[src/rtl/pid_controller_clamped_top_macros.svh]
// Assertion helpers shared by the PID datapath modules.
// Define ASSERT_OFF to compile all checks out.
`ifndef PID_CONTROLLER_CLAMPED_TOP_MACROS_SVH
`define PID_CONTROLLER_CLAMPED_TOP_MACROS_SVH

`ifndef ASSERT_OFF

// Property must hold at every clock edge outside reset
`define PIDC_ASSERT(lbl, clk, rst_n, prop) \
  lbl: assert property (@(posedge clk) disable iff (!rst_n) prop) \
    else $error("pidc: assertion failed");

// Boolean condition must never be seen outside reset
`define PIDC_ASSERT_NEVER(lbl, clk, rst_n, cond) \
  lbl: assert property (@(posedge clk) disable iff (!rst_n) !(cond)) \
    else $error("pidc: forbidden condition seen");

`else

`define PIDC_ASSERT(lbl, clk, rst_n, prop)
`define PIDC_ASSERT_NEVER(lbl, clk, rst_n, cond)

`endif

`endif

[src/rtl/pidc_pkg.sv]
package pidc_pkg;

  // Configuration port geometry
  localparam int unsigned CfgWidth    = 32;
  localparam int unsigned CfgIdxWidth = 3;

  // Register indexes on the configuration port
  typedef enum logic [CfgIdxWidth-1:0] {
    REG_PROP_GAIN = 3'd0,
    REG_INT_GAIN  = 3'd1,
    REG_DER_GAIN  = 3'd2,
    REG_DER_DECAY = 3'd3,
    REG_OUT_MAX   = 3'd4,
    REG_OUT_MIN   = 3'd5
  } reg_idx_e;

  // Reset values of the output limits (full Q16.16 range)
  localparam logic signed [CfgWidth-1:0] OutMaxReset = 32'sh7FFF_FFFF;
  localparam logic signed [CfgWidth-1:0] OutMinReset = 32'sh8000_0000;

  // Gains are Q8.24: a gain times a count drops 8 fraction bits to reach Q16.16
  localparam int unsigned GainShift  = 8;
  // Decay is Q0.32: decay times a Q16.16 value drops 32 bits
  localparam int unsigned DecayShift = 32;

  // Configuration register set
  typedef struct packed {
    logic signed [CfgWidth-1:0] prop_gain;
    logic signed [CfgWidth-1:0] int_gain;
    logic signed [CfgWidth-1:0] der_gain;
    logic        [CfgWidth-1:0] der_decay;
    logic signed [CfgWidth-1:0] out_max;
    logic signed [CfgWidth-1:0] out_min;
  } cfg_t;

  // Saturate a wide signed value to the signed 32-bit range
  function automatic logic signed [31:0] sat32(input logic signed [63:0] v);
    logic signed [31:0] r;
    if (v > 64'sh0000_0000_7FFF_FFFF) begin
      r = 32'sh7FFF_FFFF;
    end else if (v < -64'sh0000_0000_8000_0000) begin
      r = 32'sh8000_0000;
    end else begin
      r = v[31:0];
    end
    return r;
  endfunction

endpackage

[src/rtl/pidc_front.sv]
`include "pid_controller_clamped_top_macros.svh"

// Input register (error terms) followed by the gain product stage
module pidc_front #(
  parameter int unsigned SAMPLE_BITS = 10
) (
  input  logic                              clk_i,
  input  logic                              rst_ni,
  input  pidc_pkg::cfg_t                    cfg_i,
  input  logic                              in_valid_i,
  output logic                              in_ready_o,
  input  logic [SAMPLE_BITS-1:0]            target_i,
  input  logic [SAMPLE_BITS-1:0]            measured_i,
  output logic                              out_valid_o,
  input  logic                              out_ready_i,
  output logic signed [SAMPLE_BITS+24:0]    prop_o,
  output logic signed [SAMPLE_BITS+25:0]    integ_step_o,
  output logic signed [SAMPLE_BITS+24:0]    der_step_o
);

  localparam int unsigned Sb = SAMPLE_BITS;

  // Stage A: error, error pair sum, measurement change
  logic                    va_q;
  logic signed [Sb:0]      err_d, err_q;
  logic signed [Sb+1:0]    esum_d, esum_q;
  logic signed [Sb:0]      dmeas_d, dmeas_q;
  logic signed [Sb:0]      last_err_q;
  logic        [Sb-1:0]    last_meas_q;
  logic                    a_rdy, in_xfer;

  // Stage B: products brought to Q16.16 (floor by dropping low bits)
  logic                    vb_q;
  logic signed [Sb+32:0]   p_full, dg_full;
  logic signed [Sb+33:0]   ig_full;
  logic signed [Sb+24:0]   p_q, dg_q;
  logic signed [Sb+25:0]   ig_q;
  logic                    b_rdy;

  assign b_rdy      = !vb_q || out_ready_i;
  assign a_rdy      = !va_q || b_rdy;
  assign in_ready_o = a_rdy;
  assign in_xfer    = in_valid_i && a_rdy;

  assign err_d   = $signed({1'b0, target_i}) - $signed({1'b0, measured_i});
  assign esum_d  = $signed({err_d[Sb], err_d}) + $signed({last_err_q[Sb], last_err_q});
  assign dmeas_d = $signed({1'b0, measured_i}) - $signed({1'b0, last_meas_q});

  // Previous error and sample follow every accepted transfer
  always_ff @(posedge clk_i or negedge rst_ni) begin
    if (!rst_ni) begin
      last_err_q  <= '0;
      last_meas_q <= '0;
    end else if (in_xfer) begin
      last_err_q  <= err_d;
      last_meas_q <= measured_i;
    end
  end

  // Stage A valid
  always_ff @(posedge clk_i or negedge rst_ni) begin
    if (!rst_ni) begin
      va_q <= 1'b0;
    end else if (a_rdy) begin
      va_q <= in_valid_i;
    end
  end

  // Stage A payload
  always_ff @(posedge clk_i) begin
    if (in_xfer) begin
      err_q   <= err_d;
      esum_q  <= esum_d;
      dmeas_q <= dmeas_d;
    end
  end

  // Gain products
  assign p_full  = cfg_i.prop_gain * err_q;
  assign ig_full = cfg_i.int_gain * esum_q;
  assign dg_full = cfg_i.der_gain * dmeas_q;

  // Stage B valid
  always_ff @(posedge clk_i or negedge rst_ni) begin
    if (!rst_ni) begin
      vb_q <= 1'b0;
    end else if (b_rdy) begin
      vb_q <= va_q;
    end
  end

  // Stage B payload
  always_ff @(posedge clk_i) begin
    if (b_rdy && va_q) begin
      p_q  <= p_full[Sb+32:pidc_pkg::GainShift];
      ig_q <= ig_full[Sb+33:pidc_pkg::GainShift];
      dg_q <= dg_full[Sb+32:pidc_pkg::GainShift];
    end
  end

  assign out_valid_o  = vb_q;
  assign prop_o       = p_q;
  assign integ_step_o = ig_q;
  assign der_step_o   = dg_q;

  // An accepted transfer always lands in stage A
  `PIDC_ASSERT(a_front_load, clk_i, rst_ni, in_xfer |=> va_q)
  // Full pipe against a stalled sink must hold off the source
  `PIDC_ASSERT_NEVER(a_front_block, clk_i, rst_ni, va_q && vb_q && !out_ready_i && in_ready_o)

endmodule

[config.mk]
export PLATFORM = sky130hd
export DESIGN_NAME = pidc_front
export DESIGN_NICKNAME = d
export VERILOG_FILES = /design/src/rtl/pidc_pkg.sv /design/src/rtl/pidc_front.sv
export VERILOG_INCLUDE_DIRS = /design/src /design/src/rtl
export SDC_FILE = /design/constraint.sdc
export NUM_CORES = 2
export LEC_CHECK = 0
export BUFFER_PORTS_ARGS = -buffer_cell sky130_fd_sc_hd__buf_2
export CORE_ASPECT_RATIO = 0.9
export CORE_MARGIN = 3
export CORE_UTILIZATION = 41
export DETAILED_ROUTE_END_ITERATION = 10
export PLACE_DENSITY = 0.67
export SLEW_MARGIN = 5
export SYNTH_ARGS = -nofsm -noshare
export SYNTH_HDL_FRONTEND = slang
export SYNTH_SLANG_ARGS = --single-unit
[constraint.sdc]
create_clock -name clk_i -period 7.6 [get_ports clk_i]
set_input_delay 2.28 -clock clk_i [delete_from_list [all_inputs] [get_ports clk_i]]
set_output_delay 2.28 -clock clk_i [all_outputs]
set_load 0.05 [all_outputs]
# Yosys cells after proc, flatten, opt, wreduce, memory -nomap -nowiden

Cells that the tools add are included.

Bits in registers: 163
Word-level logic and storage cells: 22

Add/sub/neg operators: 3
Multiply operators: 3
Reduce and logical (&&, ||, !) cells: 6

Operators with widths:

| kind                | number |
|---|---|
| $mul A32 B11 Y43    | 2 |
| $mul A32 B12 Y44    | 1 |
| $sub A10 B10 Y11    | 2 |
| $add A11 B11 Y12    | 1 |
| $logic_and A1 B1 Y1 | 2 |
| $logic_not A1 Y1    | 2 |
| $logic_or A1 B1 Y1  | 2 |

# Depth between registers and ports, before layout

Depth in word-level cells: 4
Gate-level depth with buffers: 23
Depth with buffers taken out: 22

# Worst setup path after synthesis

OpenSTA, ideal clock, no wires.

Kind: input port to flip-flop
From: input cfg_i[111] in the netlist's numbering
To: register dg_q[34], in the netlist der_step_o[34], data pin
Setup time: 0.260 ns
Arrival time: 7.261 ns
Data required time: 7.340 ns
Slack: 0.079 ns
Cell stages on the path: 20
Buffers on the path: 1
Cell sequence: clkbuf_1 -> nand2_1 -> fa_1 -> inv_1 -> fa_1 -> fa_1 -> fa_1 -> inv_1 -> fa_1 -> inv_1 -> ha_1 -> and4_1 -> or3b_2 -> a211oi_1 -> nor2_1 -> o31ai_1 -> nand4_1 -> nand4b_1 -> a21oi_1 -> xnor2_1

Word-level cells in the longest chain between the ends: 1

Ends and longest elaborated chain:

| what                 | RTL line         | text |
|---|---|---|
| start, declared      | pidc_front.sv:9  | `input pidc_pkg::cfg_t cfg_i,` |
| $mul A32 B11 Y43     | pidc_front.sv:81 | `assign dg_full = cfg_i.der_gain * dmeas_q;` |
| via dg_full[42]      | pidc_front.sv:34 | `logic signed [Sb+32:0] p_full, dg_full;` |
| end signal, assigned | pidc_front.sv:97 | `dg_q <= dg_full[Sb+32:pidc_pkg::GainShift];` |
| end, declared        | pidc_front.sv:36 | `logic signed [Sb+24:0] p_q, dg_q;` |

The timed path passes the listed nets, and every way through them passes these cells.
A chain may end at the register's enable or synchronous reset.

# Worst setup path in the final report

From: input cfg_i[133] in the netlist's numbering
To: register ig_q[29], in the netlist integ_step_o[29], data pin

Word-level cells in the longest chain between the ends: 1

Ends and longest elaborated chain:

| what                 | RTL line         | text |
|---|---|---|
| $mul A32 B12 Y44     | pidc_front.sv:80 | `assign ig_full = cfg_i.int_gain * esum_q;` |
| via ig_full[37]      | pidc_front.sv:35 | `logic signed [Sb+33:0] ig_full;` |
| end signal, assigned | pidc_front.sv:96 | `ig_q <= ig_full[Sb+33:pidc_pkg::GainShift];` |
| end, declared        | pidc_front.sv:37 | `logic signed [Sb+25:0] ig_q;` |

The timed path passes the listed nets, and every way through them passes these cells.

==> run metrics <==
TritonRoute pass-1 iters=5; crit path launch type=input port; 1st-iter DRT viols=1386; row count=109; DR vias=29400; vias in the first global route=31900; sequential cell area=0.00478 mm2; unrepaired setup endpoints after global routing=true; TritonCTS clock tree=yes; total global-route track usage=19.8%; EDFF count, synth=140; number of fill cells=9338; port bufs=227; WP data required=7.87 ns; I/O pins=324; minimum clock period=7.42 ns; syn_area_per_cell=9.40 um2; Clock Sinks=163; Avg WL per Cell=16.1 um; CTS max path bufs=2; top area cells in the synthesized netlist=fa_1 (46%), edfxtp_1 (10%), inv_1 (9.9%), ha_1 (8.9%), nand2_1 (6.1%); slowest stage cell, crit path=fa_1; synthesized area=0.0411 mm2; Setup WS post-layout=0.181 ns; Max FO, Critical Path=7; DRC Markers=0; P&R area growth vs syn=12.5%; DIE WIDTH=340 um; worst slew pin tran=1.08 ns; Die Area=0.104 mm2; ys flop type=edfxtp_1; Crit. End Element=register; gr ovfl total=0; Placed Instances=6049; crit path kind=in -> reg; Mapped Nets=5834; total CTS buffers=17; Clock Latency Late Sink=0.53 ns; Starting Density=41.6%; leading area contributor after synthesis=fa_1; share of layout cells above drive strength 1=12.7%; largest net degree at the start of global routing=51; max-cap violations=0; Yosys top cell area share=46.1%; initial antenna violation count=19; area of the multi-input gates=0.0316 mm2; Max H-tree Level=4; Peak Freq=135 MHz; CP Buf/Inv Count=5; final hold vios=0; Layout Cells excl Fill=6095; cell with the most instances after synthesis=inv_1; worst-path cell chain=buf_2, and2_1, fa_1, inv_1, fa_1, inv_1, fa_1, fa_1, inv_1, fa_1, inv_1, ha_1, o21ai_0, a22oi_2, o311ai_4, or4_4, a21oi_4, or2_1, a21boi_1, o21bai_1, a21oi_1, xnor2_1; dpl hpwl=82.1 mm; Final #Nets=6193; worst hold path class=reg -> reg; Syn Inst Count=4378; first-pass GRT wire length=163 mm; cell family with most CP delay=adder cells; Async SR Flop Fraction=14.1%; sequential fraction of the synthesis area=11.6%; final setup vio count=0; die height=306 um; most used cell, CP=fa_1; worst endpoint data arrival time=7.69 ns; status=finished clean; Tcrit/Tclk final=97.6%; Clk pin slew, worst setup/hold paths=0.07 ns; Vias/cell=4.82; Max Transition Viols Final=0; routed wire length=97.8 mm; Synth cell types=57; synthesized flop and latch total=163; Synth warnings=0; core footprint=0.0989 mm2; Max-Slew Margin vs Limit=28.1%; Post-synth top cells=inv_1 (1080), fa_1 (947), nand2_1 (673), and2_1 (363), ha_1 (293); antenna-violating nets left=0; CTS Root Cell=clkbuf_16; DP Worst Slack=-0.839 ns; hold buffers post-CTS=0; slowest stage delay, CP=0.55 ns; RePlAce Congestion=0.859; worst clock skew=0.0182 ns
-- worst min-delay path, cell delays in order (launching register included) --
cell and delay (ns):
dfrtp_1 0.35, nand2_1 0.05, o21ai_0 0.06
-- routing by layer --
| layer | GRT usage [%] | part of all wire (%) |
|---|---|---|
| met5 | 0.996 | 0.054 |
| met4 | 5.46 | 1.9 |
| met3 | 4.62 | 7.4 |
| met2 | 32.4 | 48 |
| met1 | 26.2 | 43 |
-- logic make-up (layout without fill, tap and decap cells) --
| group | after synthesis | after routing | share of synthesized area [%] |
|---|---|---|---|
| AO/OA/AOI/OAI | 257 | 257 | 3.96 |
| flip-flops | 163 | 163 | 11.6 |
| other | 0 | 13 | 0 |
| AND/OR/NAND/NOR | 1297 | 1297 | 14.7 |
| XOR/XNOR | 133 | 133 | 2.83 |
| adder cells (fa/ha/maj) | 1240 | 1240 | 55.0 |
| buffers and inverters | 1279 | 1651 | 11.7 |
| multiplexers | 9 | 9 | 0.243 |
-- timing repair --
| item | CTS | global route |
|---|---|---|
| pin swaps | 1 | 5 |
| resized for setup | 4 | 16 |
| setup buffers | 1 | 0 |
| setup endpoints to repair | 8 | 12 |
-- registers in the layout, indices dropped and copies added (netlist names) --
signal,flops
last_meas_q,10
der_step_o,35
last_err_q,11
prop_o,35
dmeas_q,11
esum_q,12
out_valid_o,1
integ_step_o,36
err_q,11
va_q,1
-- layout by cell type, fill, tap and decap left out, types with 17 or more instances in the layout --
cell type  netlist  routed
a21oi_1         86      84
xnor2_1         94      94
edfxtp_1       140     140
buf_2            0     222
inv_1         1080    1080
nand2b_1        26      26
clkbuf_16        0      18
fa_1           947     947
nor3_1          18      17
ha_1           293     293
buf_4            0     306
o21ai_0         58      57
dfrtp_1         23      23
and2_1         363     362
nand2_1        673     673
a21o_1          40      40
xor2_1          39      39
nor2_1         149     148
-- path summary, 6_finish.rpt --
| path | from | endpoint | slack, ns | cells past startpoint |
|---|---|---|---|---|
| worst max-delay path | cfg_i[133] | integ_step_o[29] | 0.18 | 22 |
| worst min-delay path | last_meas_q[5] | last_meas_q[5] | 0.49 | 2 |
| worst max register to register | dmeas_q[3] | der_step_o[33] | 1.06 | 21 |
| worst min register to register | last_meas_q[5] | last_meas_q[5] | 0.49 | 2 |
| max in group asynchronous | rst_ni | out_valid_o | 5.36 | 1 |
| min in group asynchronous | rst_ni | last_err_q[6] | 1.79 | 1 |
-- per-stage QoR --
stage / hold WS [ns] / utilization [%] / TNS (ns) / instance area [um2]
CTS: 0.488 / 46.7 / 0 / 46200
global route: 0.528 / 46.8 / -0.0648 / 46300
global placement: 0.463 / 46.1 / -14.53 / 45600
finish: 0.486 / 46.8 / 0 / 46300
detailed placement: 0.471 / 46.1 / -16.80 / 45600
floorplan: 0.449 / - / 0 / 41100
-- final cells by class --
cell class                 count  area share, %
multi-input combinational   2936           68.3
timing repair buffer         538           7.66
clock buffer                  20           1.01
antenna                       13         0.0703
sequential                   163           10.3
clock inverter                12          0.227
inverter                    1081           8.77
tap                         1332           3.60
Power is not shown: default switching activity piles up to over one toggle a cycle in this logic, so the estimate is an artifact.
