`config.mk`:
```
export PLATFORM = sky130hd
export DESIGN_NAME = pidc_cfg
export DESIGN_NICKNAME = d
export VERILOG_FILES = /design/src/rtl/pid_controller_clamped_top_macros.svh /design/src/rtl/pidc_pkg.sv /design/src/rtl/pidc_cfg.sv
export SDC_FILE = /design/constraint.sdc
export NUM_CORES = 1
export LEC_CHECK = 0
export BUFFER_PORTS_ARGS = -buffer_cell sky130_fd_sc_hd__clkbuf_2
export CORE_UTILIZATION = 45
export CTS_CLUSTER_SIZE = 24
export DETAILED_ROUTE_END_ITERATION = 10
export PLACE_DENSITY = 0.72
export SYNTH_ARGS = -nofsm -noshare
export SYNTH_HDL_FRONTEND = slang
export SYNTH_SLANG_ARGS = --single-unit
```
`constraint.sdc`:
```
create_clock -name clk_i -period 0.9 [get_ports clk_i]
set_clock_uncertainty 0.1 [all_clocks]
set_input_delay 0.135 -clock clk_i [delete_from_list [all_inputs] [get_ports clk_i]]
set_output_delay 0.135 -clock clk_i [all_outputs]
set_load 0.01 [all_outputs]
```
`src/rtl/pid_controller_clamped_top_macros.svh`:
```
// Assertion helpers shared by the PID datapath modules.
// Define ASSERT_OFF to compile all checks out.
`ifndef PID_CONTROLLER_CLAMPED_TOP_MACROS_SVH
`define PID_CONTROLLER_CLAMPED_TOP_MACROS_SVH

`ifndef ASSERT_OFF

// Property must hold at every clock edge outside reset
`define PIDC_ASSERT(lbl, clk, rst_n, prop) \
  lbl: assert property (@(posedge clk) disable iff (!rst_n) prop) \
    else $error("pidc: assertion failed");

// Boolean condition must never be seen outside reset
`define PIDC_ASSERT_NEVER(lbl, clk, rst_n, cond) \
  lbl: assert property (@(posedge clk) disable iff (!rst_n) !(cond)) \
    else $error("pidc: forbidden condition seen");

`else

`define PIDC_ASSERT(lbl, clk, rst_n, prop)
`define PIDC_ASSERT_NEVER(lbl, clk, rst_n, cond)

`endif

`endif

```
`src/rtl/pidc_pkg.sv`:
```
package pidc_pkg;

  // Configuration port geometry
  localparam int unsigned CfgWidth    = 32;
  localparam int unsigned CfgIdxWidth = 3;

  // Register indexes on the configuration port
  typedef enum logic [CfgIdxWidth-1:0] {
    REG_PROP_GAIN = 3'd0,
    REG_INT_GAIN  = 3'd1,
    REG_DER_GAIN  = 3'd2,
    REG_DER_DECAY = 3'd3,
    REG_OUT_MAX   = 3'd4,
    REG_OUT_MIN   = 3'd5
  } reg_idx_e;

  // Reset values of the output limits (full Q16.16 range)
  localparam logic signed [CfgWidth-1:0] OutMaxReset = 32'sh7FFF_FFFF;
  localparam logic signed [CfgWidth-1:0] OutMinReset = 32'sh8000_0000;

  // Gains are Q8.24: a gain times a count drops 8 fraction bits to reach Q16.16
  localparam int unsigned GainShift  = 8;
  // Decay is Q0.32: decay times a Q16.16 value drops 32 bits
  localparam int unsigned DecayShift = 32;

  // Configuration register set
  typedef struct packed {
    logic signed [CfgWidth-1:0] prop_gain;
    logic signed [CfgWidth-1:0] int_gain;
    logic signed [CfgWidth-1:0] der_gain;
    logic        [CfgWidth-1:0] der_decay;
    logic signed [CfgWidth-1:0] out_max;
    logic signed [CfgWidth-1:0] out_min;
  } cfg_t;

  // Saturate a wide signed value to the signed 32-bit range
  function automatic logic signed [31:0] sat32(input logic signed [63:0] v);
    logic signed [31:0] r;
    if (v > 64'sh0000_0000_7FFF_FFFF) begin
      r = 32'sh7FFF_FFFF;
    end else if (v < -64'sh0000_0000_8000_0000) begin
      r = 32'sh8000_0000;
    end else begin
      r = v[31:0];
    end
    return r;
  endfunction

endpackage

```
`src/rtl/pidc_cfg.sv`:
```
// Configuration register file, write only
module pidc_cfg (
  input  logic                                clk_i,
  input  logic                                rst_ni,
  input  logic                                cfg_we_i,
  input  logic [pidc_pkg::CfgIdxWidth-1:0]    cfg_addr_i,
  input  logic [pidc_pkg::CfgWidth-1:0]       cfg_wdata_i,
  output pidc_pkg::cfg_t                      cfg_o
);

  pidc_pkg::cfg_t cfg_q;

  // Register writes by index; unknown indexes are dropped
  always_ff @(posedge clk_i or negedge rst_ni) begin
    if (!rst_ni) begin
      cfg_q.prop_gain <= '0;
      cfg_q.int_gain  <= '0;
      cfg_q.der_gain  <= '0;
      cfg_q.der_decay <= '0;
      cfg_q.out_max   <= pidc_pkg::OutMaxReset;
      cfg_q.out_min   <= pidc_pkg::OutMinReset;
    end else if (cfg_we_i) begin
      case (cfg_addr_i)
        pidc_pkg::REG_PROP_GAIN: cfg_q.prop_gain <= cfg_wdata_i;
        pidc_pkg::REG_INT_GAIN:  cfg_q.int_gain  <= cfg_wdata_i;
        pidc_pkg::REG_DER_GAIN:  cfg_q.der_gain  <= cfg_wdata_i;
        pidc_pkg::REG_DER_DECAY: cfg_q.der_decay <= cfg_wdata_i;
        pidc_pkg::REG_OUT_MAX:   cfg_q.out_max   <= cfg_wdata_i;
        pidc_pkg::REG_OUT_MIN:   cfg_q.out_min   <= cfg_wdata_i;
        default: ;
      endcase
    end
  end

  assign cfg_o = cfg_q;

endmodule

```
Yosys cells after proc, flatten, opt, wreduce, memory -nomap -nowiden

Index checks and enable logic that the tools add are counted.

Input port bits: 38
Register bits after elaboration: 192
Output and inout bits: 192
Word-level logic and storage cells: 18

Equality and inequality tests: 5
Reductions and logical operators: 7

Operators with widths:

| kind               | count |
|---|---|
| $reduce_and 2->1   | 6 |
| $eq 3x2->1 const B | 2 |
| $eq 3x3->1 const B | 2 |
| $eq 3x1->1 const B | 1 |
| $logic_not 3->1    | 1 |

Longest topological paths before layout

Gate-level depths: netlist of the first run.

Depth after elaboration: 2
Gate-level depth with buffers: 5
Depth with buffers taken out: 2

Least setup slack after synthesis of the first run

OpenSTA, ideal clock, no wires.

Path kind: input to register
From: in cfg_addr_i[0] (netlist name)
To: reg cfg_q (netlist bit cfg_o[160])
Stages on the path: 4
Data arrival time: 1.161 ns
Path slack: -0.486 ns
Path through: buf_6 nor4b_4 buf_6 mux2_4

Word-level cells in the longest chain between the ends: 2

RTL lines:

| item                              | RTL line       | RTL |
|---|---|---|
| from (decl)                       | pidc_cfg.sv:6  | `input logic [pidc_pkg::CfgIdxWidth-1:0] cfg_addr_i,` |
| $logic_not 3->1                   | pidc_cfg.sv:23 | `case (cfg_addr_i)` |
| $reduce_and 2->1 (no source line) | -              |  |
| to (decl)                         | pidc_cfg.sv:11 | `pidc_pkg::cfg_t cfg_q;` |

Every way passes these cells.
A chain may end at the register's enable or synchronous reset.

Final worst setup path of the first run

From: reg cfg_q (netlist bit cfg_o[35])
To: out cfg_o[35] (netlist name)

RTL lines:

| item      | RTL line      | RTL |
|---|---|---|
| to (decl) | pidc_cfg.sv:8 | `output pidc_pkg::cfg_t cfg_o` |

No word-level cell between the ends.

==> metrics.yaml, run 1 <==
outcome:
  status: "finished, violations left"
  violations: "negative hold slack, negative setup slack"
logic_synthesis:
  synthCells: 412
  syn_avg_cell_area_sq_um: 18.0
  ys_seq_area_share_pct: 65.4
  synth_cell_type_count: 11
  syn-num-nets: 450
  synth_seq_cells: 192
  synth.cell_area_sq_mm: 0.00740
  synth-warning-count: 0
clock_network:
  clkTransAtPathRegs_ns: 0.07
  cts_buffers: 17
  cts_sinks: 192
  htree_levels: 4
  clk_latency_ns: 0.44
  cts_root_buffer: "clkbuf_16"
  cts_hold_buf: 28
  clockBufferDepth: 2
  tritoncts: "yes"
die:
  die_w_um: 130
  dieArea_sq_mm: 0.0170
  start_util_pct: 46.3
  ios: 230
  die_h_um: 130
  placementRows: 46
  coreArea_sq_mm: 0.0160
final_layout:
  largest_register_ffs: 192
  final_nets: 901
  nFillCells: 801
  syn_to_final_growth_pct: 74.7
  n_antenna_cell: 0
  layout-drive-gt1-share_pct: 78.3
  utilization_pct: 80.8
drt:
  drc: 0
  dr.pass1.iters: 4
  viasPerCell: 5.07
  met1_length_um: 9750
  ant_nets: 0
  wl_um: 25500
  drt_iter0_drc: 242
  top_layer_used: "met4"
  vias: 5533
  wl_per_cell_um: 23.3
  wl_met2_um: 13400
  met3_length_um: 1610
sta:
  final-setup-viol-count: 384
  fin_tns_setup_ns: -96.18
  hold_ws_ns: -0.0547
  slew_viol_final: 0
  period_share_pct: 150
  worstMarginPinSlew_ns: 0.290
  rsz0062_at_grt: "yes"
  clock.fmax_mhz: 743
  worst_slack_ns: -0.447
  max-slew-margin-rel_pct: 80.6
  finalHoldViolCount: 30
  layout_min_cycle_time_ns: 1.35
global_route:
  grt_usage_pct: 28.2
  grt_first_pass_wirelength_um: 34300
  antenna_found_initial: 0
  grt_max_degree: 55
  grt-ovfl-total: 0
  grt_pass1_vias: 5771
worst_setup_path:
  path_cells: "buf_6"
  crit_path_start: "cfg_o[35]$_DFFE_PN1P_"
  worstPathRequired_ns: 0.66
  reg2reg_from: "cfg_o[116]$_DFFE_PN0P_"
  cp_slowest_cell: "dfstp_2"
  rrSetupSlack_ns: -0.24
  slowest_delay_ns: 0.56
  worstPathArrival_ns: 1.11
  crit_family: "flip-flops"
  start_kind: "flop"
  critPathKind: "flop to primary output"
  critPathMaxFanout: 2
  setup.worst_path.end_class: "primary output"
  path_buf_inv: 1
placement:
  numPortBuffers: 229
  dp_hpwl_um: 12300
  gp_congestion: 0.728
  pre_cts_ws_ns: -0.705
power_and_ir_drop:
  power.density_mw_per_mm2: 2410
  finalPower_uw: 31200
  ir_worst_vdd_uv: 1640
  p_leak_uw: 0.00656
min_path:
  hold_path.startpoint: "cfg_wdata_i[18]"
  hp-class: "primary input to flop"
flow_run:
  maxCapViolations: 0
## layout by cell type (no fill, tap or decap)
cell type      netlist  final
mux2_4              30    192
dfrtp_1            160    160
clkbuf_2             0    144
buf_6                7    118
buf_4                0    118
dfstp_2             32     32
buf_12               0     29
dlygate4sd3_1        0     28
clkbuf_16            0     21
buf_16               0      7
bufinv_16            0      5
clkinvlp_4           0      4
nor4bb_4             0      3
clkbuf_8             0      3
buf_8                6      3
nand4b_1             2      2
clkinv_2             0      2
inv_6                0      2
buf_2                9      2
nor4b_4              1      1
## kinds of logic after synthesis
family        share of synthesized area [%]
mux                                    30.7
flops                                  65.4
buf+inv                                2.89
simple gates                          0.963
## cell usage after synthesis
master	number	area share, %
dfrtp_1	160	54
mux2_2	102	16
mux2_1	60	9.1
dfstp_2	32	11
mux2_4	30	6.1
buf_2	9	0.61
buf_6	7	1.1
buf_8	6	1.2
nor4bb_1	3	0.41
nand4b_1	2	0.24
nor4b_4	1	0.32
## cell type report
cell class / count / area (sq um) / area share [%]
clock buffers: 19 / 453 / 3.50
clock inverters: 13 / 208 / 1.61
multi-input cells: 198 / 3000 / 23.2
flip-flops and latches: 192 / 4840 / 37.5
well taps: 216 / 270 / 2.09
repair buffers: 454 / 4160 / 32.1
## metal layers
| layer | vias up | GRT usage (%) |
|---|---|---|
| met5 | - | 0 |
| met4 | 0 | 9.37 |
| met3 | 53 | 6.07 |
| met2 | 234 | 49.4 |
| met1 | 2879 | 34.5 |
| li1 | 2367 | - |
## through the flow
| stage | instances | cell area (sq um) |
|---|---|---|
| 2_1_floorplan | 412 | 7940 |
| 3_3_place_gp | 866 | 9570 |
| 3_5_place_dp | 866 | 9570 |
| 4_1_cts | 1057 | 12300 |
| 5_1_grt | 1092 | 12900 |
| 6_report | 1092 | 12900 |
## where the power goes
| group | switching (uW) | leakage (uW) | internal, uW |
|---|---|---|---|
| registers | 1460 | 0.00226 | 10800 |
| clock network | 3430 | 0.000312 | 5090 |
| logic | 3690 | 0.00399 | 6750 |
## worst paths after layout
kind | endpoint | cells past startpoint
setup / recovery | cfg_o[35] | 1
hold / removal | cfg_o[146]$_DFFE_PN0P_ | 2
setup reg to reg | cfg_o[116]$_DFFE_PN0P_ | 3
hold reg to reg | cfg_o[91]$_DFFE_PN0P_ | 1
max in group asynchronous | cfg_o[49]$_DFFE_PN1P_ | 4
min in group asynchronous | cfg_o[45]$_DFFE_PN1P_ | 2
## what timing repair did
action | 4_1_cts | 5_1_grt
buffers inserted | 116 | 67
endpoints found under the setup margin | 384 | 384
endpoints found under the hold margin | 384 | 30
cloned | 15 | 1
pin swaps | 4 | 2
resized for setup | 92 | 190
No activity file was read; power rests on OpenSTA's default activity.
==> run 2: changes to the inputs <==
Settings changed: TNS_END_PERCENT set to 1.
==> metrics.yaml, run 2 (same netlist as run 1, synthesis figures left out) <==
flow_run:
  maxCapViolations: 0  # unchanged
global_route:
  grt_first_pass_wirelength_um: 26700  # was 34,300 um
  grt_max_degree: 53  # was 55
  antenna_found_initial: 0  # unchanged
  grt_pass1_vias: 4711  # was 5,771
  grt_usage_pct: 21.3  # was 28.2%
  grt-ovfl-total: 0  # unchanged
sta:
  worst_slack_ns: -0.414  # was -0.447 ns
  finalHoldViolCount: 50  # was 30
  layout_min_cycle_time_ns: 1.31  # was 1.35 ns
  rsz0062_at_grt: "yes"  # unchanged
  worstMarginPinSlew_ns: 0.314  # was 0.290 ns
  clock.fmax_mhz: 761  # was 743 MHz
  hold_ws_ns: -0.0727  # was -0.0547 ns
  slew_viol_final: 0  # unchanged
  period_share_pct: 146  # was 150%
  final-setup-viol-count: 327  # was 384
  max-slew-margin-rel_pct: 79.0  # was 80.6%
  fin_tns_setup_ns: -70.79  # was -96.18 ns
placement:
  gp_congestion: 0.736  # was 0.728
  numPortBuffers: 229  # unchanged
  dp_hpwl_um: 12100  # was 12,300 um
  placedCellCount: 854  # was 866
  place_area_sq_mm: 0.00890  # was 0.00957 sq mm
final_layout:
  largest_register_ffs: 192  # unchanged
  layout-drive-gt1-share_pct: 66.7  # was 78.3%
  nFillCells: 1258  # was 801
  final_nets: 721  # was 901
  syn_to_final_growth_pct: 34.5  # was 74.7%
  layout_common_cells: "clkbuf_2 (201), dfrtp_1 (160), mux2_2 (100), mux2_1 (57), buf_6 (37)"  # was mux2_4 (192), dfrtp_1 (160), clkbuf_2 (144), buf_6 (118), buf_4 (118)
  n_antenna_cell: 0  # unchanged
  instances_no_fill: 912  # was 1,092
  final_common_cell: "clkbuf_2"  # was mux2_4
  final_area_sq_mm: 0.00996  # was 0.0129 sq mm
worst_setup_path:
  path_cells: "buf_8"  # was buf_6
  slowest_delay_ns: 0.55  # was 0.56 ns
  ff2ff_path_depth: 1  # was 3
  setup.worst_path.end_class: "primary output"  # unchanged
  path_buf_inv: 1  # unchanged
  worstPathRequired_ns: 0.66  # about the same
  reg2reg_from: "cfg_o[130]$_DFFE_PN0P_"  # was cfg_o[116]$_DFFE_PN0P_
  rrSetupSlack_ns: -0.01  # was -0.24 ns
  critPathMaxFanout: 2  # unchanged
  crit_family: "flip-flops"  # unchanged
  r2r-end: "cfg_o[130]$_DFFE_PN0P_"  # was cfg_o[116]$_DFFE_PN0P_
  start_kind: "flop"  # unchanged
  critPathKind: "flop to primary output"  # unchanged
  worstPathArrival_ns: 1.08  # was 1.11 ns
  cp_slowest_cell: "dfstp_2"  # unchanged
drt:
  vias: 4545  # was 5,533
  wl_um: 17400  # was 25,500 um
  drc: 0  # unchanged
  viasPerCell: 4.98  # was 5.07
  dr.pass1.iters: 4  # unchanged
  ant_nets: 0  # unchanged
  wl_per_cell_um: 19.1  # was 23.3 um
  drt_iter0_drc: 158  # was 242
die:
  start_util_pct: 46.3  # unchanged
  ios: 230  # unchanged
  coreArea_sq_mm: 0.0160  # unchanged
  dieArea_sq_mm: 0.0170  # unchanged
  die_h_um: 130  # unchanged
  die_w_um: 130  # unchanged
  placementRows: 46  # unchanged
power_and_ir_drop:
  p_leak_uw: 0.00478  # was 0.00656 uW
  power.density_mw_per_mm2: 2530  # was 2410 mW/mm^2
  finalPower_uw: 25200  # was 31,200 uW
  ir_worst_vdd_uv: 1340  # was 1640 uV
clock_network:
  cts_hold_buf: 26  # was 28
  tritoncts: "yes"  # unchanged
  clk_latency_ns: 0.42  # was 0.44 ns
  cts_buffers: 17  # unchanged
  clkTransAtPathRegs_ns: 0.06  # was 0.07 ns
  htree_levels: 4  # unchanged
  clockBufferDepth: 2  # unchanged
  cts_root_buffer: "clkbuf_16"  # unchanged
  cts_sinks: 192  # unchanged
min_path:
  hold_path.startpoint: "cfg_wdata_i[3]"  # was cfg_wdata_i[18]
  whs_endpoint: "cfg_o[99]$_DFFE_PN0P_"  # was cfg_o[146]$_DFFE_PN0P_
  hold_depth: 2  # unchanged
  hp-class: "primary input to flop"  # unchanged
outcome:
  status: "finished, violations left"  # unchanged
  violations: "negative hold slack, negative setup slack"  # unchanged
[run 2: cell count changes in the layout (fill, tap and decap cells not counted), moves of 57 or more]
cell      before  now
mux2_1         0   57
buf_6        118   37
mux2_4       192   35
buf_4        118    7
mux2_2         0  100
clkbuf_2     144  201
[run 2: where the power goes]
| group | internal, uW | switching [uW] | leakage (uW) |
|---|---|---|---|
| clock | 4020 | 3110 | 0.000265 |
| combinational | 3350 | 2750 | 0.00226 |
| sequential | 10800 | 1160 | 0.00226 |
[run 2: through the flow]
step           utilization (%)  hold slack, ns  setup WS (ns)
2_1_floorplan                -          -0.261         -0.486
3_3_place_gp              55.6          -0.148         -0.652
3_5_place_dp              55.6          -0.147         -0.714
4_1_cts                   61.4         -0.0861         -0.450
5_1_grt                   62.2         -0.0579         -0.446
6_report                  62.2         -0.0727         -0.414
[run 2: area by class of cell]
class                      instances  area [sq um]  share of cell area [%]
timing repair buffer             274          1870                    18.8
sequential                       192          4840                    48.7
tap                              216           270                    2.71
clock buffer                      23           478                    4.80
multi-input combinational        198          2410                    24.2
clock inverter                     9          83.8                   0.842
[run 2: metal layers]
metal / routed length, um / global-route usage [%]
met5: 0 / 0
met4: 301 / 8.55
met3: 1110 / 5.86
met2: 8550 / 34.7
met1: 7440 / 27.1
[run 2: how the worst max path moves through the flow]
| stage | cells past startpoint | to | start |
|---|---|---|---|
| after CTS | 1 | cfg_o[35] | cfg_o[35]$_DFFE_PN1P_ |
| after global routing | 1 | cfg_o[60] | cfg_o[60]$_DFFE_PN1P_ |
| after floorplan | 4 | cfg_o[160]$_DFFE_PN0P_ | cfg_addr_i[0] |
| after global placement | 4 | cfg_o[110]$_DFFE_PN0P_ | cfg_addr_i[0] |
| after detailed placement | 4 | cfg_o[49]$_DFFE_PN1P_ | cfg_addr_i[1] |
| final | 1 | cfg_o[35] | cfg_o[35]$_DFFE_PN1P_ |
[run 2: timing repair]
item,in CTS,in global routing
resized for setup,19,90
setup buffers,0,0
endpoints found under the setup margin,384,367
endpoints found under the hold margin,384,48
pin swaps,1,0
