==> config.mk <==
export PLATFORM = sky130hd
export DESIGN_NAME = pidc_out
export DESIGN_NICKNAME = d
export VERILOG_FILES = /design/src/rtl/pidc_pkg.sv /design/src/rtl/pidc_out.sv
export VERILOG_INCLUDE_DIRS = /design/src /design/src/rtl
export SDC_FILE = /design/constraint.sdc
export NUM_CORES = 1
export LEC_CHECK = 0
export ABC_AREA = 1
export BUFFER_PORTS_ARGS = -buffer_cell sky130_fd_sc_hd__clkbuf_2
export CORE_MARGIN = 3
export CORE_UTILIZATION = 35
export CTS_BUF_LIST = sky130_fd_sc_hd__clkbuf_4 sky130_fd_sc_hd__clkbuf_8 sky130_fd_sc_hd__clkbuf_16
export DETAILED_ROUTE_END_ITERATION = 16
export SLEW_MARGIN = 20
export SYNTH_ARGS = -nofsm -noshare
export SYNTH_HDL_FRONTEND = slang
export SYNTH_SLANG_ARGS = --single-unit
==> constraint.sdc <==
create_clock -name clk_i -period 3.4 [get_ports clk_i]
set_input_delay 0.17 -clock clk_i [delete_from_list [all_inputs] [get_ports clk_i]]
set_output_delay 0.17 -clock clk_i [all_outputs]
set_load 0.02 [all_outputs]
==> src/rtl/pid_controller_clamped_top_macros.svh <==
// Assertion helpers shared by the PID datapath modules.
// Define ASSERT_OFF to compile all checks out.
`ifndef PID_CONTROLLER_CLAMPED_TOP_MACROS_SVH
`define PID_CONTROLLER_CLAMPED_TOP_MACROS_SVH

`ifndef ASSERT_OFF

// Property must hold at every clock edge outside reset
`define PIDC_ASSERT(lbl, clk, rst_n, prop) \
  lbl: assert property (@(posedge clk) disable iff (!rst_n) prop) \
    else $error("pidc: assertion failed");

// Boolean condition must never be seen outside reset
`define PIDC_ASSERT_NEVER(lbl, clk, rst_n, cond) \
  lbl: assert property (@(posedge clk) disable iff (!rst_n) !(cond)) \
    else $error("pidc: forbidden condition seen");

`else

`define PIDC_ASSERT(lbl, clk, rst_n, prop)
`define PIDC_ASSERT_NEVER(lbl, clk, rst_n, cond)

`endif

`endif

==> src/rtl/pidc_pkg.sv <==
package pidc_pkg;

  // Configuration port geometry
  localparam int unsigned CfgWidth    = 32;
  localparam int unsigned CfgIdxWidth = 3;

  // Register indexes on the configuration port
  typedef enum logic [CfgIdxWidth-1:0] {
    REG_PROP_GAIN = 3'd0,
    REG_INT_GAIN  = 3'd1,
    REG_DER_GAIN  = 3'd2,
    REG_DER_DECAY = 3'd3,
    REG_OUT_MAX   = 3'd4,
    REG_OUT_MIN   = 3'd5
  } reg_idx_e;

  // Reset values of the output limits (full Q16.16 range)
  localparam logic signed [CfgWidth-1:0] OutMaxReset = 32'sh7FFF_FFFF;
  localparam logic signed [CfgWidth-1:0] OutMinReset = 32'sh8000_0000;

  // Gains are Q8.24: a gain times a count drops 8 fraction bits to reach Q16.16
  localparam int unsigned GainShift  = 8;
  // Decay is Q0.32: decay times a Q16.16 value drops 32 bits
  localparam int unsigned DecayShift = 32;

  // Configuration register set
  typedef struct packed {
    logic signed [CfgWidth-1:0] prop_gain;
    logic signed [CfgWidth-1:0] int_gain;
    logic signed [CfgWidth-1:0] der_gain;
    logic        [CfgWidth-1:0] der_decay;
    logic signed [CfgWidth-1:0] out_max;
    logic signed [CfgWidth-1:0] out_min;
  } cfg_t;

  // Saturate a wide signed value to the signed 32-bit range
  function automatic logic signed [31:0] sat32(input logic signed [63:0] v);
    logic signed [31:0] r;
    if (v > 64'sh0000_0000_7FFF_FFFF) begin
      r = 32'sh7FFF_FFFF;
    end else if (v < -64'sh0000_0000_8000_0000) begin
      r = 32'sh8000_0000;
    end else begin
      r = v[31:0];
    end
    return r;
  endfunction

endpackage

==> src/rtl/pidc_out.sv <==
`include "pid_controller_clamped_top_macros.svh"

// Term sum, output clamp and result register
module pidc_out #(
  parameter int unsigned SAMPLE_BITS = 10
) (
  input  logic                              clk_i,
  input  logic                              rst_ni,
  input  pidc_pkg::cfg_t                    cfg_i,
  input  logic                              in_valid_i,
  output logic                              in_ready_o,
  input  logic signed [SAMPLE_BITS+24:0]    prop_i,
  input  logic signed [31:0]                integ_i,
  input  logic signed [31:0]                deriv_i,
  output logic                              out_valid_o,
  input  logic                              out_ready_i,
  output logic signed [31:0]                drive_o,
  output logic                              limited_o
);

  localparam int unsigned Sb = SAMPLE_BITS;

  logic                    vd_q, d_rdy, load;
  logic signed [Sb+26:0]   sum, max_x, min_x;
  logic signed [31:0]      drive_d, drive_q;
  logic                    lim_d, lim_q;

  assign d_rdy      = !vd_q || out_ready_i;
  assign in_ready_o = d_rdy;
  assign load       = d_rdy && in_valid_i;

  // Exact three-term sum
  assign sum = $signed({{2{prop_i[Sb+24]}}, prop_i})
             + $signed({{(Sb-5){integ_i[31]}}, integ_i})
             + $signed({{(Sb-5){deriv_i[31]}}, deriv_i});

  assign max_x = $signed({{(Sb-5){cfg_i.out_max[31]}}, cfg_i.out_max});
  assign min_x = $signed({{(Sb-5){cfg_i.out_min[31]}}, cfg_i.out_min});

  // Upper limit tested first, then lower
  always_comb begin
    if (sum > max_x) begin
      drive_d = cfg_i.out_max;
      lim_d   = 1'b1;
    end else if (sum < min_x) begin
      drive_d = cfg_i.out_min;
      lim_d   = 1'b1;
    end else begin
      drive_d = sum[31:0];
      lim_d   = 1'b0;
    end
  end

  // Result valid
  always_ff @(posedge clk_i or negedge rst_ni) begin
    if (!rst_ni) begin
      vd_q <= 1'b0;
    end else if (d_rdy) begin
      vd_q <= in_valid_i;
    end
  end

  // Result payload
  always_ff @(posedge clk_i) begin
    if (load) begin
      drive_q <= drive_d;
      lim_q   <= lim_d;
    end
  end

  assign out_valid_o = vd_q;
  assign drive_o     = drive_q;
  assign limited_o   = lim_q;

  // With ordered limits a fresh result lies within them
  `PIDC_ASSERT(a_out_range, clk_i, rst_ni,
    (load && cfg_i.out_min <= cfg_i.out_max) |=>
      (drive_q <= $past(cfg_i.out_max) && drive_q >= $past(cfg_i.out_min)))

endmodule

# Yosys cells after proc, flatten, opt, wreduce, memory -nomap -nowiden
# Index checks and enable logic that the tools add are counted.
# word_totals
ff_bits	34
word_cells	13
inputBits	295
out_inout_bits	35
# op_classes
magnitude_cmp	2
n_reduce_logical	3
n_addsub	2
mux	3
# op_table
op	n
$mux W32	2
$add A36 B32 Y37	1
$gt A37 B32 Y1	1
$lt A37 B32 Y1	1
$add A35 B32 Y36	1
$logic_and A1 B1 Y1	1
$logic_not A1 Y1	1
$logic_or A1 B1 Y1	1
$mux W1	1

# Depth between registers and ports, before layout
# Gate-level depths: netlist (run 1).
# depth
word_depth	5
mapped_depth	29

# Worst setup path before layout (run 1)
# No wires, ideal clock.
# synth_timing
path_type	input port to flip-flop
startpoint	input port prop_i[1]
endpoint	register lim_q (netlist: limited_o) (data pin)
setup_time_ps	262
path_slack_ps	-354
t_arrival_ps	3491
path_stages	24
t_required_ps	3138
cell_sequence	fa_1 -> ha_1 -> fa_1 -> nand3_1 -> nand3_1 -> nand3_1 -> nand3_1 -> nand2_1 -> nand2_1 -> nand2_1 -> nand2_1 -> xor2_1 -> inv_1 -> ha_1 -> nand2_1 -> nor2_2 -> nand3_1 -> nor2_1 -> nand2_1 -> or3_1 -> buf_2 -> nand3_4 -> buf_6 -> nand3_1
# synth_via
elab_chain_cells	4
# synth_lines
item	line	rtl
start: declaration	pidc_out.sv:12	input logic signed [SAMPLE_BITS+24:0] prop_i,
$add A35 B32 Y36 *	pidc_out.sv:34	+ $signed({{(Sb-5){integ_i[31]}}, integ_i})
$add A36 B32 Y37 *	pidc_out.sv:35	+ $signed({{(Sb-5){deriv_i[31]}}, deriv_i});
$lt A37 B32 Y1	pidc_out.sv:45	end else if (sum < min_x) begin
$mux W1	pidc_out.sv:45	
end signal: assignment	pidc_out.sv:67	lim_q <= lim_d;
end: declaration	pidc_out.sv:26	logic lim_d, lim_q;
# Every way passes the cells marked *; elsewhere a longest branch is shown, timed or not.
# A chain may end at the register's enable or synchronous reset.

# Final worst setup path (run 1)
# layout_timing
startpoint	input port prop_i[17]
endpoint	register drive_q[22] (netlist: drive_o[22]) (data pin)
# layout_via
elab_chain_cells	5
# layout_lines
item	line	rtl
$add A35 B32 Y36 *	pidc_out.sv:34	
$add A36 B32 Y37 *	pidc_out.sv:35	
$lt A37 B32 Y1	pidc_out.sv:45	
$mux W32	pidc_out.sv:45	
$mux W32 *	pidc_out.sv:42	if (sum > max_x) begin
net drive_d[22]	pidc_out.sv:25	logic signed [31:0] drive_d, drive_q;
end signal: assignment	pidc_out.sv:66	drive_q <= drive_d;
end: declaration	pidc_out.sv:25	
# The timed path passes the listed nets; every way through them passes the cells marked *.

==> results of run 1 <==
[where the power goes]
group / leakage (nW) / internal [mW] / total [mW] / switching [mW]
Sequential: 0.327 / 0.754 / 0.809 / 0.0552
Clock: 0.0780 / 0.308 / 0.487 / 0.178
Combinational: 6.20 / 3.30 / 7.31 / 4.02
Total: 6.60 / 4.36 / 8.61 / 4.25
[state kept, by name, summed over array words and instances, names as in the netlist]
| register | count |
|---|---|
| drive_o | 32 |
| limited_o | 1 |
| out_valid_o | 1 |
[layout by cell type (no fill, tap or decap), types with 5 or more instances in the layout]
| cell | instances |
|---|---|
| nand3b_1 | 21 |
| nor2_2 | 26 |
| xor2_2 | 5 |
| a21oi_1 | 28 |
| nand2_2 | 82 |
| clkbuf_16 | 11 |
| nor2_1 | 36 |
| edfxtp_1 | 33 |
| nand3_4 | 10 |
| buf_4 | 141 |
| a21oi_4 | 7 |
| nand2_1 | 260 |
| buf_16 | 5 |
| fa_1 | 34 |
| clkbuf_2 | 198 |
| nand4_1 | 41 |
| inv_2 | 11 |
| xor2_1 | 8 |
| buf_12 | 11 |
| a21oi_2 | 15 |
| a21o_1 | 7 |
| ha_1 | 66 |
| ha_4 | 41 |
| inv_1 | 216 |
| nor2_4 | 15 |
| nand3_2 | 48 |
| buf_6 | 20 |
| nand3_1 | 57 |
| nand2_4 | 25 |
[kinds of logic (layout without fill, tap and decap cells)]
logic type                 Yosys count  in the layout
and+or+nand+nor                    633            633
buffers and inverters              255            621
adders and majority gates          144            144
AOI/OAI and AO/OA                   71             71
DFF                                 34             34
xor gates and xnor gates            18             18
[worst paths after layout]
check,cells past startpoint,slack [ns],endpoint,start
setup reg to reg,1,1.68,drive_o[12]$_DFFE_PP_,out_valid_o$_DFFE_PN0N_
max in group asynchronous,2,3.12,out_valid_o$_DFFE_PN0N_,rst_ni
setup / recovery,22,-0.50,drive_o[22]$_DFFE_PP_,prop_i[17]
hold reg to reg,2,0.58,out_valid_o$_DFFE_PN0N_,out_valid_o$_DFFE_PN0N_
hold / removal,3,0.12,out_valid_o$_DFFE_PN0N_,in_valid_i
min in group asynchronous,2,0.20,out_valid_o$_DFFE_PN0N_,rst_ni
[layer usage]
metal  vias to the layer above  part of all wire  global-route usage
met2                       367              0.47               0.377
li1                       4412                 -                   -
met1                      3973              0.43               0.293
met4                         0             0.028              0.0517
met5                         -                 0                   0
met3                        59             0.074              0.0338
[cell usage after synthesis (all sizes together), types with 6 or more instances]
master  count
nor3        6
nand4      41
inv       230
nand3     115
o21ai       7
nor2       77
xor2       15
a21oi      50
buf        21
ha        108
nand3b     21
fa         36
edfxtp     33
a21o        7
nand2     368
[timing repair]
action                                  4_1_cts  5_1_grt
hold endpoints to repair                      1        0
resized for setup                           126      267
cloned                                        7        7
pin swaps                                    25      119
buffers inserted                             12       16
endpoints found under the setup margin       33       33
hold buffers                                  1        0
[worst max-delay path, cell delays in order]
cell	delay [ns]
clkbuf_2	0.09
fa_1	0.58
ha_4	0.24
nand2_1	0.09
nand2_2	0.07
a21oi_2	0.20
nand2_4	0.09
a21oi_2	0.16
nand2_1	0.11
a21oi_2	0.21
xnor2_2	0.11
ha_1	0.33
nand2_2	0.07
nor2_2	0.15
nand3_2	0.10
nor2_2	0.14
nand2_2	0.09
or3_4	0.41
buf_12	0.16
clkbuf_16	0.16
nand4_1	0.10
nand2_1	0.07
[area by class of cell]
class                           instances  area (um2)
Clock buffer                            8         154
Sequential cell                        34        1020
Timing Repair Buffer                  383        2810
Multi-Input combinational cell        866        7110
Fill cell                            1819        8200
Inverter                              230         871
Tap cell                              270         338
==> flow_summary_export.csv, run 1 <==
group,metric,value,unit
status,outcome,"finished, violations left",
status,violations,"setup timing",
critical_path,critPathCaptureType,"register",
timing,fin_ws,-0.497,ns
clock_tree,numCtsBuffers,5,
timing,finalHoldWorstSlack,0.122,ns
synthesis,synth_top_family_by_area,"simple AND/OR/NAND/NOR gates",
timing,fin_crit_sh,1.15,
timing,rsz0062_at_grt,"yes",
clock_tree,clock_sinks,34,
placed_design,place_inst,1742,
synthesis,syn_nets,1594,
drt,wl,28.0,mm
layout,insertedDiodeCount,0,
timing,finalHoldViolations,0,
grt,grt_usage,0.220,
worst_hold_path,hold_class,"input port to register",
grt,grt_antenna_before_repair,0,
grt,grt_max_degree,34,
floorplan,ios,330,
synthesis,synth_area_leaders,"nand2_1 19%, ha_1 18%, edfxtp_1 13%",
synthesis,ys_warn_count,0,
timing,max_freq,257,MHz
drt,drt_pass1_iterations,5,
power_and_ir_drop,power.leakage,6.60,nW
critical_path,cp.required,3.43,ns
power_and_ir_drop,total_power,8.61,mW
critical_path,crit_type,"input port to register",
floorplan,core,20500,um2
synthesis,netlist_area,7370,um2
synthesis,synth_seq_area_share,0.138,
timing,skew,0.00515,ns
synthesis,synth-edff-count,33,
synthesis,synthMuxAreaShare,0,
drt,drc,0,
layout,final_core_utilization,0.600,
timing,max_slew.worst_pin.slew,1.13,ns
synthesis,yosys.area.top_type,"nand2_1",
synthesis,async_reset_ff_frac,0.0294,
power_and_ir_drop,ir_worst_vdd,422,uV
drt,vias_per_cell,4.92,
drt,vias,8811,
synthesis,synth_compound_area_frac,0.0526,
placed_design,gp_congestion,0.875,
clock_tree,clockBufferDepth,2,
placed_design,hpwl,20.4,mm
critical_path,cp-start-kind,"input port",
placed_design,dpl_cell_area,9810,um2
placed_design,port_buffers,201,
clock_tree,clock_latency,0.28,ns
timing,slew_headroom,0.242,
synthesis,synth_seq_cells,34,
synthesis,syn_avg_cell_area,6.38,um2
grt,overflow,0,
timing,timing.final.setup_violations,33,
synthesis,synth_flop_cell,"edfxtp_1",
drt,drtAntennaViolNets,0,
synthesis,ys_types,27,
grt,grt_pass1_vias,8297,
grt,grt_pass1_wl,40.2,mm
synthesis,syn-instance-count,1155,
clock_tree,htreeDepth,2,
synthesis,synth_top_area_share,0.187,
floorplan,die_area,22800,um2
layout,drive_above_1_share,0.459,
job,maxCapViolCount,0,
layout,instances_no_fill,1791,
clock_tree,cts_tree,"built",
clock_tree,path_clk_slew,0.05,ns
clock_tree,cts_root_buf,"clkbuf_16",
timing,fin_crit,3.90,ns
drt,drt-initial-drc-count,515,
timing,final_max_slew_viol_count,0,
power_and_ir_drop,power.density,700,nW/um2
synthesis,synth-xor-area-share,0.0214,
layout,area_delta_synth_final,66.8,%
layout,nNetsFinal,1959,
floorplan,initial_core_util,0.360,
critical_path,crit_arrival,3.92,ns
critical_path,critPathMaxFanout,8,
synthesis,synthAdderAreaFrac,0.281,
floorplan,die_w,151,um
drt,wl_per_cell,15.7,um
synthesis,synthSimpleGateAreaFrac,0.371,
placed_design,post-place-ws,-0.800,ns
floorplan,rows,52,
floorplan,die_h,151,um
layout,fin_area,12300,um2
timing,tns,-13.73,ns
No activity file was read; power rests on OpenSTA's default activity.
==> run 2, diff against run 1 <==
clock period = 5 ns   (was 3.4 ns; I/O delays follow)
==> run 2 against run 1 <==
Compared with the run above:
- the flow now finishes without violations
- total power shrank 56%
- non-clock buffer count shrank 168
- clock power shrank 29%
- wire length shrank 22%
==> flow_summary_export.csv, run 2 (same netlist as run 1, synthesis figures left out) <==
group,metric,value,unit
grt,grt_max_degree,34,
drt,wl_met1,10.6,mm
drt,drtAntennaViolNets,0,
timing,fin_ws,0.500,ns
drt,drt_pass1_iterations,5,
drt,wl_met2,9.49,mm
floorplan,ios,330,
timing,final_max_slew_viol_count,0,
power_and_ir_drop,total_power,3.82,mW
critical_path,critPathMaxFanout,33,
floorplan,rows,52,
drt,drt-initial-drc-count,391,
floorplan,core,20500,um2
placed_design,hpwl,19.6,mm
critical_path,cp.required,5.02,ns
layout,layout_common_cells,"368 x nand2_1, 230 x inv_1, 201 x clkbuf_2",
placed_design,post-place-ws,0.224,ns
clock_tree,htreeDepth,2,
clock_tree,cts_root_buf,"clkbuf_16",
drt,wl,21.9,mm
grt,grt_antenna_before_repair,1,
layout,largest_reg_flops,32,
timing,skew,0.00714,ns
power_and_ir_drop,power.leakage,5.29,nW
clock_tree,cts_tree,"built",
power_and_ir_drop,power.density,430,nW/um2
timing,max_slew.worst_pin.slew,0.988,ns
grt,grt_usage,0.192,
layout,nNetsFinal,1791,
clock_tree,numCtsBuffers,5,
drt,top_layer,"met4",
clock_tree,clock_sinks,34,
placed_design,gp_congestion,0.894,
worst_hold_path,hold_class,"input port to register",
timing,fin_crit,4.50,ns
critical_path,critPathCaptureType,"register",
job,maxCapViolCount,0,
layout,drive_above_1_share,0.166,
layout,n_fill_cell,2219,
grt,overflow,0,
critical_path,crit_type,"input port to register",
clock_tree,path_clk_slew,0.05,ns
timing,max_freq,222,MHz
floorplan,die_h,151,um
timing,slew_headroom,0.340,
grt,grt_pass1_vias,7201,
timing,timing.final.setup_violations,0,
grt,grt_pass1_wl,35.2,mm
layout,area_delta_synth_final,20.6,%
drt,vias,7755,
drt,wl_per_cell,13.5,um
floorplan,initial_core_util,0.360,
drt,drc,0,
timing,tns,0,ns
floorplan,die_w,151,um
placed_design,port_buffers,201,
power_and_ir_drop,ir_worst_vdd,212,uV
clock_tree,clockBufferDepth,2,
drt,vias_per_cell,4.78,
critical_path,cp-start-kind,"input port",
drt,wl_met3,1.54,mm
floorplan,die_area,22800,um2
layout,final_common_cell,"nand2_1",
clock_tree,clock_latency,0.28,ns
timing,fin_crit_sh,0.900,
timing,rsz0062_at_grt,"no",
critical_path,crit_arrival,4.52,ns
status,outcome,"finished clean",
timing,finalHoldViolations,0,
-- run 2: worst paths after layout --
kind | startpoint | to | slack (ns) | cells after the start
min reg2reg | out_valid_o$_DFFE_PN0N_ | out_valid_o$_DFFE_PN0N_ | 0.59 | 2
max | prop_i[1] | drive_o[18]$_DFFE_PP_ | 0.50 | 24
max in group asynchronous | rst_ni | out_valid_o$_DFFE_PN0N_ | 4.64 | 2
max reg2reg | out_valid_o$_DFFE_PN0N_ | drive_o[7]$_DFFE_PP_ | 3.40 | 1
min in group asynchronous | rst_ni | out_valid_o$_DFFE_PN0N_ | 0.28 | 2
min | in_valid_i | out_valid_o$_DFFE_PN0N_ | 0.21 | 3
-- run 2: layer usage --
metal  global-route usage  vias up
met4               0.0372        0
met3               0.0156       16
met5                    0        -
met1                0.281     3393
met2                0.313      272
li1                     -     4074
-- run 2: cell type report --
type | instances | area [um2] | area share
multi-input cells | 866 | 5370 | 0.604
repair buffers | 215 | 1140 | 0.128
flip-flops and latches | 34 | 1020 | 0.114
inverters | 230 | 863 | 0.0971
well taps | 270 | 338 | 0.0380
clock buffers | 5 | 125 | 0.0141
clock inverters | 3 | 40.0 | 0.00450
diodes | 1 | 2.50 | 0.000282
-- run 2: critical path, cell delays in order --
cell and delay, ns:
clkbuf_2 0.12, fa_1 0.48, ha_1 0.26, fa_1 0.44, nand3_1 0.09, nand3_1 0.19, nand3_1 0.13, nand3_1 0.13
nand2_1 0.16, nand2_1 0.09, nand2_1 0.08, nand2_1 0.06, xor2_1 0.13, inv_1 0.07, ha_1 0.28, nand2_1 0.06
nor2_2 0.13, nand2_1 0.08, nor4_1 0.29, nand2_1 0.12, nand3_1 0.16, nand3_4 0.35, nand3_1 0.27, nand2_1 0.08
-- run 2: power by group --
part           total (mW)  internal, mW  switching [mW]  leakage, nW
Sequential          0.538         0.510          0.0279        0.327
Clock               0.345         0.233           0.113       0.0836
Combinational        2.94          1.04            1.90         4.88
-- run 2: through the flow --
stage	util	cell area [um2]	hold WS (ns)	cells
2_1_floorplan	-	7370	-0.0456	1155
3_3_place_gp	0.425	8710	0.0250	1614
3_5_place_dp	0.425	8710	0.0254	1614
4_1_cts	0.434	8890	0.211	1623
5_1_grt	0.434	8890	0.246	1624
6_report	0.434	8890	0.209	1624
-- run 2: what timing repair did --
item / in CTS / in global routing
hold buffers: 1 / 0
setup buffers: 0 / 0
gates resized for setup: 0 / 0
hold endpoints to repair: 1 / 0
==> run 3, diff against run 2 <==
--- a/config.mk
+++ b/config.mk
@@ -8,5 +8,6 @@
 export LEC_CHECK = 0
 export ABC_AREA = 1
-export BUFFER_PORTS_ARGS = -buffer_cell sky130_fd_sc_hd__clkbuf_2
+export BUFFER_PORTS_ARGS = -buffer_cell sky130_fd_sc_hd__buf_2
+export CAP_MARGIN = 10
 export CORE_MARGIN = 3
 export CORE_UTILIZATION = 35
==> constraint.sdc (replaced) <==
create_clock -name clk_i -period 5 [get_ports clk_i]
set_input_delay 1.5 -clock clk_i [delete_from_list [all_inputs] [get_ports clk_i]]
set_output_delay 1.5 -clock clk_i [all_outputs]
set_load 0.02 [all_outputs]
==> run 3 against run 2 <==
Compared with the run above:
- the run now ends with setup timing left
- register-to-register slack barely moved
- global-route usage is 1.7 points higher
- non-clock buffer count rose by 180
- clock skew shrank 0.0013 ns
- sequential share of layout area shrank 2.7 points
- fmax is 13% lower
- via count up 10%
- first-iteration DRC count decreased by 10%
- clock power is essentially flat
- critical path depth rose by 1
- largest power group unchanged
- clock-buffer cell count stayed put
==> flow_summary_export.csv, run 3 (same netlist as run 1, synthesis figures left out) <==
group,metric,value,unit
timing,timing.final.setup_violations,33,
timing,finalHoldWorstSlack,0.585,ns
timing,fin_ws,-0.186,ns
floorplan,ios,330,
placed_design,place_inst,1769,
drt,vias_per_cell,4.74,
drt,vias,8545,
grt,grt_antenna_before_repair,0,
placed_design,hpwl,20.4,mm
drt,drt_pass1_iterations,5,
timing,tns,-4.20,ns
worst_hold_path,hold_class,"register to register",
clock_tree,hold_buffers,0,
timing,max_slew.worst_pin.slew,0.981,ns
timing,fin_crit_sh,1.04,
clock_tree,clock_latency,0.28,ns
drt,wl,25.2,mm
drt,wl_per_cell,14.0,um
timing,final_max_slew_viol_count,0,
timing,finalHoldViolations,0,
critical_path,cp.required,5.02,ns
critical_path,cp-start-kind,"input port",
critical_path,crit_arrival,5.21,ns
job,maxCapViolCount,0,
grt,grt_max_degree,34,
layout,largest_reg_flops,32,
clock_tree,path_clk_slew,0.06,ns
layout,area_delta_synth_final,58.6,%
clock_tree,htreeDepth,2,
clock_tree,clockBufferDepth,2,
timing,max_freq,193,MHz
drt,drtAntennaViolNets,0,
layout,final_common_cell,"nand2_1",
timing,skew,0.00586,ns
drt,drt-initial-drc-count,350,
grt,grt_usage,0.209,
layout,nNetsFinal,1971,
grt,overflow,0,
floorplan,die_h,151,um
critical_path,crit_type,"input port to register",
grt,grt_pass1_vias,8044,
floorplan,initial_core_util,0.360,
clock_tree,clock_sinks,34,
layout,layout_common_cells,"298 x nand2_1, 225 x inv_1, 198 x buf_2",
status,outcome,"finished, violations left",
clock_tree,numCtsBuffers,5,
timing,slew_headroom,0.344,
timing,fin_crit,5.19,ns
placed_design,port_buffers,201,
power_and_ir_drop,power.density,460,nW/um2
grt,grt_pass1_wl,38.4,mm
floorplan,die_w,151,um
power_and_ir_drop,power.leakage,6.38,nW
clock_tree,cts_root_buf,"clkbuf_16",
power_and_ir_drop,ir_worst_vdd,249,uV
drt,drc,0,
floorplan,core,20500,um2
layout,drive_above_1_share,0.418,
timing,rsz0062_at_grt,"yes",
floorplan,rows,52,
layout,instances_no_fill,1803,
clock_tree,cts_tree,"built",
critical_path,critPathMaxFanout,6,
floorplan,die_area,22800,um2
critical_path,critPathCaptureType,"register",
status,violations,"setup timing",
layout,insertedDiodeCount,0,
placed_design,gp_congestion,0.894,
run 3: cell types whose count changed in the layout (fill, tap and decap cells not counted), sizes merged:
cell and delta:
buf +378, dlygate4sd3 -1, diode -1, clkbuf -197
run 3: stage by stage:
| stage | setup slack [ns] | instance area, um2 | utilization | power (mW) |
|---|---|---|---|---|
| final | -0.186 | 11700 | 0.571 | 5.38 |
| after global routing | -0.377 | 11700 | 0.571 | 5.85 |
| after CTS | -0.127 | 10900 | 0.530 | 4.72 |
| after detailed placement | -0.716 | 9870 | 0.482 | 3.92 |
| after global placement | -0.670 | 9870 | 0.482 | 3.86 |
| after floorplan | 0.0273 | 7380 | - | 2.66 |
run 3: critical path, cell delays in order:
cell	delay, ns
buf_8	0.10
fa_2	0.50
ha_4	0.20
fa_2	0.40
nand3_2	0.11
nand3_4	0.10
buf_6	0.13
nand2_2	0.05
nand3_2	0.09
nand2_2	0.10
nand4_1	0.10
nand2_2	0.12
inv_2	0.05
ha_1	0.26
nand4_1	0.15
buf_4	0.19
nor2_4	0.09
nand2_2	0.08
nor2_4	0.13
nor2_4	0.05
nand3_2	0.10
nand3_4	0.17
clkbuf_16	0.22
nand3_1	0.08
nand2_1	0.09
run 3: per-layer routing:
metal  track usage  part of all wire  up-vias
met2         0.355              0.47      280
li1              -                 -     4430
met4        0.0431             0.018        0
met5             0                 0        -
met1         0.293              0.45     3807
met3        0.0147             0.059       28
run 3: worst paths after layout:
check                                         from  slack (ns)                      end  depth (start not counted)
setup reg to reg           out_valid_o$_DFFE_PN0N_        3.41     drive_o[5]$_DFFE_PP_                          1
max in group asynchronous                   rst_ni        3.92  out_valid_o$_DFFE_PN0N_                          1
min in group asynchronous                   rst_ni        0.99  out_valid_o$_DFFE_PN0N_                          1
hold reg to reg            out_valid_o$_DFFE_PN0N_        0.59  out_valid_o$_DFFE_PN0N_                          2
setup / recovery                         prop_i[1]       -0.19    drive_o[14]$_DFFE_PP_                         25
hold / removal             out_valid_o$_DFFE_PN0N_        0.59  out_valid_o$_DFFE_PN0N_                          2
run 3: where the power goes:
group          internal (mW)  switching [mW]
registers              0.510          0.0228
logic                   2.01            2.49
clock network          0.233           0.111
total                   2.76            2.62
run 3: area by class of cell:
cell class / instances / area [um2]
clock inverters: 3 / 40.0
flip-flops and latches: 34 / 1020
inverters: 230 / 863
clock buffers: 5 / 125
fillers: 1950 / 8800
multi-input cells: 866 / 6620
repair buffers: 395 / 2690
well taps: 270 / 338
run 3: timing repair:
action / in CTS / in global routing
resized for setup: 144 / 155
endpoints found under the setup margin: 33 / 33
cloned: 4 / 5
pin swaps: 32 / 104
setup buffers: 8 / 11
